`src/hw/rtl/mbus_pkg.sv`:
```
`timescale 1ns / 1ps
// Package for the memory bus: command and operation codes, the queue entry
// and control structs, register addresses and the boot image. No dependencies.
package mbus_pkg;

   localparam int ADDR_W         = 16;
   localparam int MEM_DEPTH      = 65536;
   localparam int OAM_BYTES_DEF  = 160;
   localparam int BOOT_BYTES_DEF = 256;
   localparam int OAM_BASE_DEF   = 65024;

   localparam logic [ADDR_W-1:0] ADDR_JOYP = 16'hFF00;
   localparam logic [ADDR_W-1:0] ADDR_DIV  = 16'hFF04;
   localparam logic [ADDR_W-1:0] ADDR_IF   = 16'hFF0F;
   localparam logic [ADDR_W-1:0] ADDR_DMA  = 16'hFF46;

   localparam logic [7:0] IF_FILL     = 8'hE0;
   localparam logic [7:0] ACTION_TAG  = 8'h20;
   localparam logic [7:0] DIR_TAG     = 8'h10;
   localparam logic [7:0] JOYP_RESET  = 8'h3F;
   localparam logic [7:0] IF_RESET    = 8'hE0;

   typedef enum logic [2:0] {
      CMD_READ   = 3'd0,
      CMD_WRITE  = 3'd1,
      CMD_LOAD   = 3'd2,
      CMD_SETDIV = 3'd3,
      CMD_BUTTON = 3'd4
   } cmd_type;

   typedef enum logic [2:0] {
      OP_NOP       = 3'd0,
      OP_READ_MEM  = 3'd1,
      OP_READ_JOYP = 3'd2,
      OP_WRITE     = 3'd3,
      OP_JOYP_SEL  = 3'd4,
      OP_BUTTON    = 3'd5,
      OP_DMA       = 3'd6
   } op_type;

   typedef struct packed {
      op_type              op;
      logic [ADDR_W-1:0]   addr;
      logic [7:0]          data;
   } entry_type;

   typedef struct packed {
      logic pop;
      logic init_busy;
   } back_ctrl_type;

   localparam logic [7:0] BOOT_IMAGE [256] = '{
      8'h31,8'hfe,8'hff,8'haf,8'h21,8'hff,8'h9f,8'h32,8'hcb,8'h7c,8'h20,8'hfb,8'h21,8'h26,8'hff,8'h0e,
      8'h11,8'h3e,8'h80,8'h32,8'he2,8'h0c,8'h3e,8'hf3,8'he2,8'h32,8'h3e,8'h77,8'h77,8'h3e,8'hfc,8'he0,
      8'h47,8'h11,8'h04,8'h01,8'h21,8'h10,8'h80,8'h1a,8'hcd,8'h95,8'h00,8'hcd,8'h96,8'h00,8'h13,8'h7b,
      8'hfe,8'h34,8'h20,8'hf3,8'h11,8'hd8,8'h00,8'h06,8'h08,8'h1a,8'h13,8'h22,8'h23,8'h05,8'h20,8'hf9,
      8'h3e,8'h19,8'hea,8'h10,8'h99,8'h21,8'h2f,8'h99,8'h0e,8'h0c,8'h3d,8'h28,8'h08,8'h32,8'h0d,8'h20,
      8'hf9,8'h2e,8'h0f,8'h18,8'hf3,8'h67,8'h3e,8'h64,8'h57,8'he0,8'h42,8'h3e,8'h91,8'he0,8'h40,8'h04,
      8'h1e,8'h02,8'h0e,8'h0c,8'hf0,8'h44,8'hfe,8'h90,8'h20,8'hfa,8'h0d,8'h20,8'hf7,8'h1d,8'h20,8'hf2,
      8'h0e,8'h13,8'h24,8'h7c,8'h1e,8'h83,8'hfe,8'h62,8'h28,8'h06,8'h1e,8'hc1,8'hfe,8'h64,8'h20,8'h06,
      8'h7b,8'he2,8'h0c,8'h3e,8'h87,8'he2,8'hf0,8'h42,8'h90,8'he0,8'h42,8'h15,8'h20,8'hd2,8'h05,8'h20,
      8'h4f,8'h16,8'h20,8'h18,8'hcb,8'h4f,8'h06,8'h04,8'hc5,8'hcb,8'h11,8'h17,8'hc1,8'hcb,8'h11,8'h17,
      8'h05,8'h20,8'hf5,8'h22,8'h23,8'h22,8'h23,8'hc9,8'hce,8'hed,8'h66,8'h66,8'hcc,8'h0d,8'h00,8'h0b,
      8'h03,8'h73,8'h00,8'h83,8'h00,8'h0c,8'h00,8'h0d,8'h00,8'h08,8'h11,8'h1f,8'h88,8'h89,8'h00,8'h0e,
      8'hdc,8'hcc,8'h6e,8'he6,8'hdd,8'hdd,8'hd9,8'h99,8'hbb,8'hbb,8'h67,8'h63,8'h6e,8'h0e,8'hec,8'hcc,
      8'hdd,8'hdc,8'h99,8'h9f,8'hbb,8'hb9,8'h33,8'h3e,8'h3c,8'h42,8'hb9,8'ha5,8'hb9,8'ha5,8'h42,8'h3c,
      8'h21,8'h04,8'h01,8'h11,8'ha8,8'h00,8'h1a,8'h13,8'hbe,8'h20,8'hfe,8'h23,8'h7d,8'hfe,8'h34,8'h20,
      8'hf5,8'h06,8'h19,8'h78,8'h86,8'h23,8'h05,8'h20,8'hfb,8'h86,8'h20,8'hfe,8'h3e,8'h01,8'he0,8'h50
   };

   function automatic logic [7:0] init_byte(input logic [ADDR_W-1:0] a, input int boot_bytes);
      logic [7:0] v;
      v = 8'h00;
      if (32'(a) < 32'(boot_bytes)) begin
         v = BOOT_IMAGE[a[7:0]];
      end else if (a == ADDR_JOYP) begin
         v = JOYP_RESET;
      end else if (a == ADDR_IF) begin
         v = IF_RESET;
      end
      return v;
   endfunction

endpackage

```
`src/hw/rtl/mbus_front.sv`:
```
`timescale 1ns / 1ps
// Front end: accepts commands, classifies them into bus operations and holds
// them in a two-entry queue. Depends on mbus_pkg.
module mbus_front (
   input  logic                       clock,
   input  logic                       reset,
   input  logic                       start,
   output logic                       busy,
   input  logic [2:0]                 req_command,
   input  logic [15:0]                req_address,
   input  logic [7:0]                 req_data,
   input  logic [2:0]                 req_button,
   input  logic                       req_pressed,
   input  mbus_pkg::back_ctrl_type    ctrl,
   output logic                       head_valid,
   output mbus_pkg::entry_type        head
);

   mbus_pkg::entry_type q_ff [2];
   logic [1:0]          count_ff, count_in;
   logic                wr_ptr_ff, wr_ptr_in;
   logic                rd_ptr_ff, rd_ptr_in;
   mbus_pkg::entry_type entry;
   logic                push;
   logic                pop;

   always_comb begin
      entry.op   = mbus_pkg::OP_NOP;
      entry.addr = req_address;
      entry.data = req_data;
      unique case (mbus_pkg::cmd_type'(req_command))
         mbus_pkg::CMD_READ: begin
            entry.op = (req_address == mbus_pkg::ADDR_JOYP) ?
                       mbus_pkg::OP_READ_JOYP : mbus_pkg::OP_READ_MEM;
         end
         mbus_pkg::CMD_WRITE: begin
            if (!req_address[15]) begin
               entry.op = mbus_pkg::OP_NOP;
            end else if (req_address == mbus_pkg::ADDR_JOYP) begin
               entry.op = mbus_pkg::OP_JOYP_SEL;
            end else if (req_address == mbus_pkg::ADDR_DIV) begin
               entry.op   = mbus_pkg::OP_WRITE;
               entry.data = 8'h00;
            end else if (req_address == mbus_pkg::ADDR_IF) begin
               entry.op   = mbus_pkg::OP_WRITE;
               entry.data = req_data | mbus_pkg::IF_FILL;
            end else if (req_address == mbus_pkg::ADDR_DMA) begin
               entry.op = mbus_pkg::OP_DMA;
            end else begin
               entry.op = mbus_pkg::OP_WRITE;
            end
         end
         mbus_pkg::CMD_LOAD: begin
            entry.op = mbus_pkg::OP_WRITE;
         end
         mbus_pkg::CMD_SETDIV: begin
            entry.op   = mbus_pkg::OP_WRITE;
            entry.addr = mbus_pkg::ADDR_DIV;
         end
         mbus_pkg::CMD_BUTTON: begin
            entry.op   = mbus_pkg::OP_BUTTON;
            entry.data = {4'b0000, req_pressed, req_button};
         end
         default: begin
            entry.op = mbus_pkg::OP_NOP;
         end
      endcase
   end

   assign busy       = (count_ff == 2'd2) || ctrl.init_busy;
   assign push       = start && !busy;
   assign head_valid = (count_ff != 2'd0);
   assign head       = q_ff[rd_ptr_ff];
   assign pop        = ctrl.pop && head_valid;

   always_comb begin
      wr_ptr_in = push ? ~wr_ptr_ff : wr_ptr_ff;
      rd_ptr_in = pop ? ~rd_ptr_ff : rd_ptr_ff;
      count_in  = count_ff + 2'(push) - 2'(pop);
   end

   always_ff @(posedge clock) begin
      if (reset) begin
         count_ff  <= 2'd0;
         wr_ptr_ff <= 1'b0;
         rd_ptr_ff <= 1'b0;
      end else begin
         count_ff  <= count_in;
         wr_ptr_ff <= wr_ptr_in;
         rd_ptr_ff <= rd_ptr_in;
      end
   end

   always_ff @(posedge clock) begin
      if (push) begin
         q_ff[wr_ptr_ff] <= entry;
      end
   end

endmodule

```
`config.mk`:
```
export PLATFORM = sky130hd
export DESIGN_NAME = mbus_front
export DESIGN_NICKNAME = d
export VERILOG_FILES = /design/src/hw/rtl/mbus_pkg.sv /design/src/hw/rtl/mbus_front.sv
export SDC_FILE = /design/constraint.sdc
export NUM_CORES = 1
export LEC_CHECK = 0
export BUFFER_PORTS_ARGS = -buffer_cell sky130_fd_sc_hd__clkbuf_2
export CORE_MARGIN = 4
export CORE_UTILIZATION = 45
export DETAILED_ROUTE_END_ITERATION = 10
export MAX_ROUTING_LAYER = met4
export PLACE_DENSITY = 0.72
export RECOVER_POWER = 100
export SETUP_SLACK_MARGIN = 0.4
export SLEW_MARGIN = 20
export SYNTH_ARGS = -nofsm -noshare
export SYNTH_HDL_FRONTEND = slang
export SYNTH_SLANG_ARGS = --single-unit
```
`constraint.sdc`:
```
create_clock -name clock -period 2.05 [get_ports clock]
set_clock_uncertainty 0.15 [all_clocks]
set_input_delay 0.205 -clock clock [delete_from_list [all_inputs] [get_ports clock]]
set_output_delay 0.205 -clock clock [all_outputs]
set_load 0.1 [all_outputs]
```
# After elaboration in Yosys (flattened, before gate mapping)
# Memory sizes are Yosys's and may differ from the RTL's. A register that Yosys moved wholly into a read port is not among the register bits.
# Index checks and enable logic that the tools add are counted.
[word_totals]
reg_bits = 4
mem_bits_rw = 54
inputBits = 36
out_inout_bits = 29
word_cells = 41
memories = 1
[mem_list]
columns = ["name", "depth", "word_bits", "rd", "rd_clocked_by_memory_dff", "wr", "line", "source"]
rows = [
  ["q_ff", 2, 27, 1, 1, 1, "mbus_front.sv:19", "mbus_pkg::entry_type q_ff [2];"],
]
[op_classes]
add_sub_neg = 2
eq_ne = 9
mux = 17
bitwise = 2
n_reduce_logical = 7
[op_table]
columns = ["cell", "n"]
rows = [
  ["equality test 16 bit (second input constant)", 4],
  ["two-way mux 8 bit", 4],
  ["two-way mux 16 bit", 1],
  ["one-hot mux 8 bit (2 select lines)", 1],
  ["two-way mux 3 bit", 5],
  ["one-hot mux 3 bit (4 select lines)", 1],
  ["equality test 3 x 2 -> 1 bit (second input constant)", 2],
  ["two-way mux 1 bit", 4],
  ["equality test 3 x 1 -> 1 bit (second input constant)", 1],
  ["equality test 3 bit (second input constant)", 1],
  ["logical NOT 3 bit", 1],
  ["adder 2 x 1 -> 2 bit", 1],
  ["equality test 2 bit (second input constant)", 1],
  ["logical AND 1 bit", 2],
  ["two-way mux 2 bit", 1],
  ["inverter 1 bit", 2],
  ["nonzero test 2 bit", 1],
  ["OR reduction 2 bit", 1],
  ["subtractor 2 x 1 -> 2 bit", 1],
  ["logical NOT 1 bit", 1],
  ["logical OR 1 bit", 1],
]

# Logic depth before layout (Yosys ltp)
[logic_depth]
ltp_word = 7
mapped_depth = 8
depth_no_buf = 8

# Worst setup path before layout
# Ideal clock, no wire load.
[synth_timing]
path_kind = "flip-flop to output port"
start = "reg count_ff[1]"
end = "out busy"
arrival_time_ns = 2.480
required_time_ns = 1.695
slack_ns = -0.785
stages_incl_launch_ff = 3
path_buffers = 0
path_cell_list = "dfxtp_1 > inv_1 > o21ai_0"
[synth_via]
elab_chain_len = 2
[synth_rtl]
columns = ["element", "line", "source"]
rows = [
  ["start: declaration", "mbus_front.sv:20", "logic [1:0] count_ff, count_in;"],
  ["start signal: assignment", "mbus_front.sv:88", "count_ff <= count_in;"],
  ["equality test 2 bit", "mbus_front.sv:70", "assign busy = (count_ff == 2'd2) || ctrl.init_busy;"],
  ["logical OR 1 bit", "mbus_front.sv:70", ""],
  ["end: declaration", "mbus_front.sv:8", "output logic busy,"],
]
# No other way between the ends.

# Worst setup path in the final report
[layout_timing]
start = "reg count_ff[1]"
end = "mem q_ff[1][1] (netlist bit), enable pin"
[layout_via]
elab_chain_len = 6
[layout_rtl]
columns = ["element", "line", "source"]
rows = [
  ["equality test 2 bit", "mbus_front.sv:70", ""],
  ["logical OR 1 bit", "mbus_front.sv:70", ""],
  ["logical NOT 1 bit", "mbus_front.sv:71", "assign push = start && !busy;"],
  ["logical AND 1 bit", "mbus_front.sv:71", ""],
  ["two-way mux 1 bit", "mbus_front.sv:95", "if (push) begin"],
  ["two-way mux 1 bit (implied by the code)", "mbus_front.sv:96", "q_ff[wr_ptr_ff] <= entry;"],
  ["end: declaration", "mbus_front.sv:19", ""],
]
# No other way between the ends.

==> run_results.csv <==
group,metric,value,unit
outcome,status,"finished, final reports clean",
grt,grt_overflow,0,
place,dpl_cell_area,0.00360,sq mm
worst_setup_path,critPathCaptureType,"flip-flop",
drt,drtIter0Drc,115,
cells_and_area,fillers,365,
clocking,clkTransAtPathRegs,0.06,ns
drt,drt_first_pass_iters,4,
synthesis,synth.most_common_cell,"edfxtp_1",
drt,num_vias,1859,
drt,detail_route.wl_per_cell,18.2,um
place,hpwl,3.81,mm
floorplan,core,0.00554,sq mm
worst_setup_path,reg2reg_to,"q_ff[1][1]$_DFFE_PP_",
clocking,cts_num_sinks,59,
power,powerDensity,1260,mW/mm^2
drt,drt-total-wl,6.37,mm
clocking,cts_root_buffer,"clkbuf_8",
sta,slew_violations,0,
synthesis,synthMuxAreaShare,0.118,
synthesis,synth_fa_ha_area_frac,0.00972,
grt,grt_pass1_wl,8.96,mm
worst_setup_path,r2r_slack,0.18,ns
worst_setup_path,r2r_cells,6,
synthesis,synth_top_area_cell,"edfxtp_1",
place,dp.cells,319,
floorplan,io_pins,65,
floorplan,initial_core_util,0.465,
floorplan,fp.dieArea,0.00699,sq mm
synthesis,synthTopCellsByArea,"edfxtp_1 (63%), mux2_2 (12%), dfxtp_1 (3.9%)",
worst_setup_path,crit_chain,"inv_1, o211ai_1, clkbuf_4, clkbuf_2, nor2_4, clkbuf_16",
grt,grt_max_degree,28,
cells_and_area,finalNetCount,312,
clocking,clock_path_buffers,2,
sta,slew_headroom,0.639,
synthesis,ys_warn_count,0,
worst_hold_path,hp-class,"primary input to flip-flop",
synthesis,synth_area_per_cell,14.8,sq um
grt,grtUsageTotal,0.173,
synthesis,synth-simple-area-share,0.121,
synthesis,synth-compound-area-share,0.0559,
synthesis,synth-seq-cells,59,
sta,setup_violations,0,
sta,holdWs,0.0449,ns
synthesis,syn_inst,174,
synthesis,synth_xor_area_frac,0.0136,
sta,fmaxAchievable,533,MHz
sta,period_share,0.915,
synthesis,ys.flop_type,"edfxtp_1",
synthesis,synth-seq-area-share,0.669,
cells_and_area,area_delta_synth_final,54.5,%
grt,grt_pass1_vias,1798,
drt,via_per_inst,5.31,
synthesis,synth_edf_count,54,
worst_setup_path,slowest_delay,0.32,ns
worst_setup_path,startpoint,"count_ff[1]$_SDFF_PP0_",
clocking,htree_levels,3,
job,maxCapViolCount,0,
place,port_buffers,64,
worst_setup_path,path_class,"flip-flop to flip-flop",
clocking,cts_tree,"done",
cells_and_area,drive_gt1_frac,0.424,
worst_setup_path,reg2reg_from,"count_ff[1]$_SDFF_PP0_",
power,worst_ir_drop_vdd,0.805,mV
synthesis,yosys-top-cells-count,"edfxtp_1 (54), mux2_2 (27), and2_1 (10), nand2b_1 (10), nor2_1 (10)",
cells_and_area,fin_cells,350,
floorplan,die_x,83.6,um
worst_setup_path,worstPathArrival,1.77,ns
worst_setup_path,worstSetupEndpoint,"q_ff[1][1]$_DFFE_PP_",
worst_setup_path,crit_path_start_kind,"flip-flop",
synthesis,async_flop_share,0,
floorplan,die_y,83.6,um
sta,rsz0062_at_grt,"yes",
synthesis,synth_cell_type_count,35,
grt,antenna_found_initial,0,
sta,hold_viol_final,0,
clocking,insertion_delay,0.33,ns
floorplan,rows,27,
sta,post-route-min-period,1.87,ns
worst_setup_path,path_max_fanout,7,
sta,timing_worst_slew_pin_value,0.544,ns
worst_setup_path,cp.required,1.95,ns
place,gp_congestion,0.796,
clocking,cts_buffers,9,
drt,drc,0,
power,p_leak,1.54,nW
sta,fin_tns_setup,0,ns
synthesis,synthesis.area,0.00257,sq mm
synthesis,synth_top_area_share,0.630,
synthesis,synth_top_family_by_area,"simple AND/OR/NAND/NOR gates",
cells_and_area,final_area,0.00398,sq mm
worst_setup_path,cp_slowest_cell,"dfxtp_1",
drt,ant_nets,0,
synthesis,syn-num-nets,212,
cells_and_area,n_antenna_cell,0,
[logic make-up (layout without fill, tap and decap cells)]
kind of cell / count (synthesis) / in the layout
AND/OR/NAND/NOR: 53 / 53
adder cells (fa/ha/maj): 2 / 2
AO/OA/AOI/OAI: 20 / 20
XOR/XNOR: 4 / 4
multiplexers: 27 / 27
buffers and inverters: 9 / 113
flip-flops: 59 / 59
[layout make-up]
cell class	instances	area (sq um)	share of cell area
clock inverter	4	18.8	0.00472
multi-input combinational	106	938	0.236
clock buffer	11	131	0.0330
tap	72	90.1	0.0227
sequential	59	1730	0.434
inverter	5	21.3	0.00535
timing repair buffer	93	1050	0.264
[state kept, by name (all words and copies together), names as in the netlist, named ones only]
name / flops
count_ff: 2
q_ff: 54
rd_ptr_ff: 1
wr_ptr_ff: 1
[cell usage in the layout, fill, tap and decap left out, types with 2 or more instances in the layout]
| master | count |
|---|---|
| a21oi_1 | 2 |
| nor2_1 | 8 |
| nor2_4 | 2 |
| clkbuf_1 | 8 |
| nand2b_1 | 10 |
| ha_4 | 2 |
| mux2_4 | 2 |
| o211ai_1 | 2 |
| clkbuf_8 | 9 |
| clkbuf_2 | 35 |
| buf_4 | 13 |
| o21ai_0 | 2 |
| xnor2_1 | 3 |
| mux2_1 | 24 |
| a211oi_2 | 2 |
| clkinv_2 | 3 |
| nand3_1 | 3 |
| a22o_1 | 4 |
| buf_12 | 30 |
| clkbuf_16 | 3 |
| dfxtp_1 | 3 |
| and2_0 | 9 |
| inv_1 | 4 |
| a31oi_1 | 2 |
| buf_6 | 3 |
| or3_1 | 2 |
| edfxtp_1 | 54 |
| nor4_4 | 2 |
| nand2_1 | 4 |
| nand3b_1 | 2 |
[per-layer routing]
metal  vias up  share of wire  global-route usage
li1        865              -                   -
met1       912           0.40               0.196
met2        77           0.52               0.296
met3         5          0.072              0.0395
met4         0         0.0072              0.0702
met5         -              0                   -
[worst min path at each step]
stage / start / endpoint / slack (ns) / cells after the start
final: req_data[0] / q_ff[1][0]$_DFFE_PP_ / 0.04 / 2
after global routing: req_button[0] / q_ff[1][0]$_DFFE_PP_ / 0.04 / 2
after CTS: req_address[8] / q_ff[0][16]$_DFFE_PP_ / 0.02 / 2
after detailed placement: reset / count_ff[0]$_SDFF_PP0_ / 0.30 / 2
after global placement: reset / count_ff[0]$_SDFF_PP0_ / 0.30 / 2
after floorplan: reset / count_ff[0]$_SDFF_PP0_ / 0.12 / 1
[power by group]
part / internal (mW) / switching (mW)
clock network: 0.421 / 0.413
logic: 0.990 / 1.70
registers: 1.45 / 0.0516
[worst max-delay path: cells and delay by family, from the launching register on]
kind | cells | cell delay, ns
buf+inv | 4 | 0.67
simple gates | 1 | 0.27
flops | 1 | 0.32
compound gates | 1 | 0.18
[metrics by stage]
stage / util / worst slack [ns] / total power [mW]
after global routing: 0.718 / 0.108 / 5.19
final: 0.718 / 0.175 / 5.02
after floorplan: - / 0.127 / 3.18
after CTS: 0.695 / 0.234 / 5.02
after detailed placement: 0.649 / 0.00175 / 4.08
after global placement: 0.649 / 0.0350 / 4.06
[timing repair]
item | CTS | global route
endpoints found under the hold margin | 5 | 0
pin swaps | 7 | 7
setup endpoints to repair | 45 | 100
hold buffers | 1 | 0
buffers inserted | 4 | 5
gates resized for setup | 9 | 13
cloned | 1 | 5
Power figures use the tool's default switching activity.
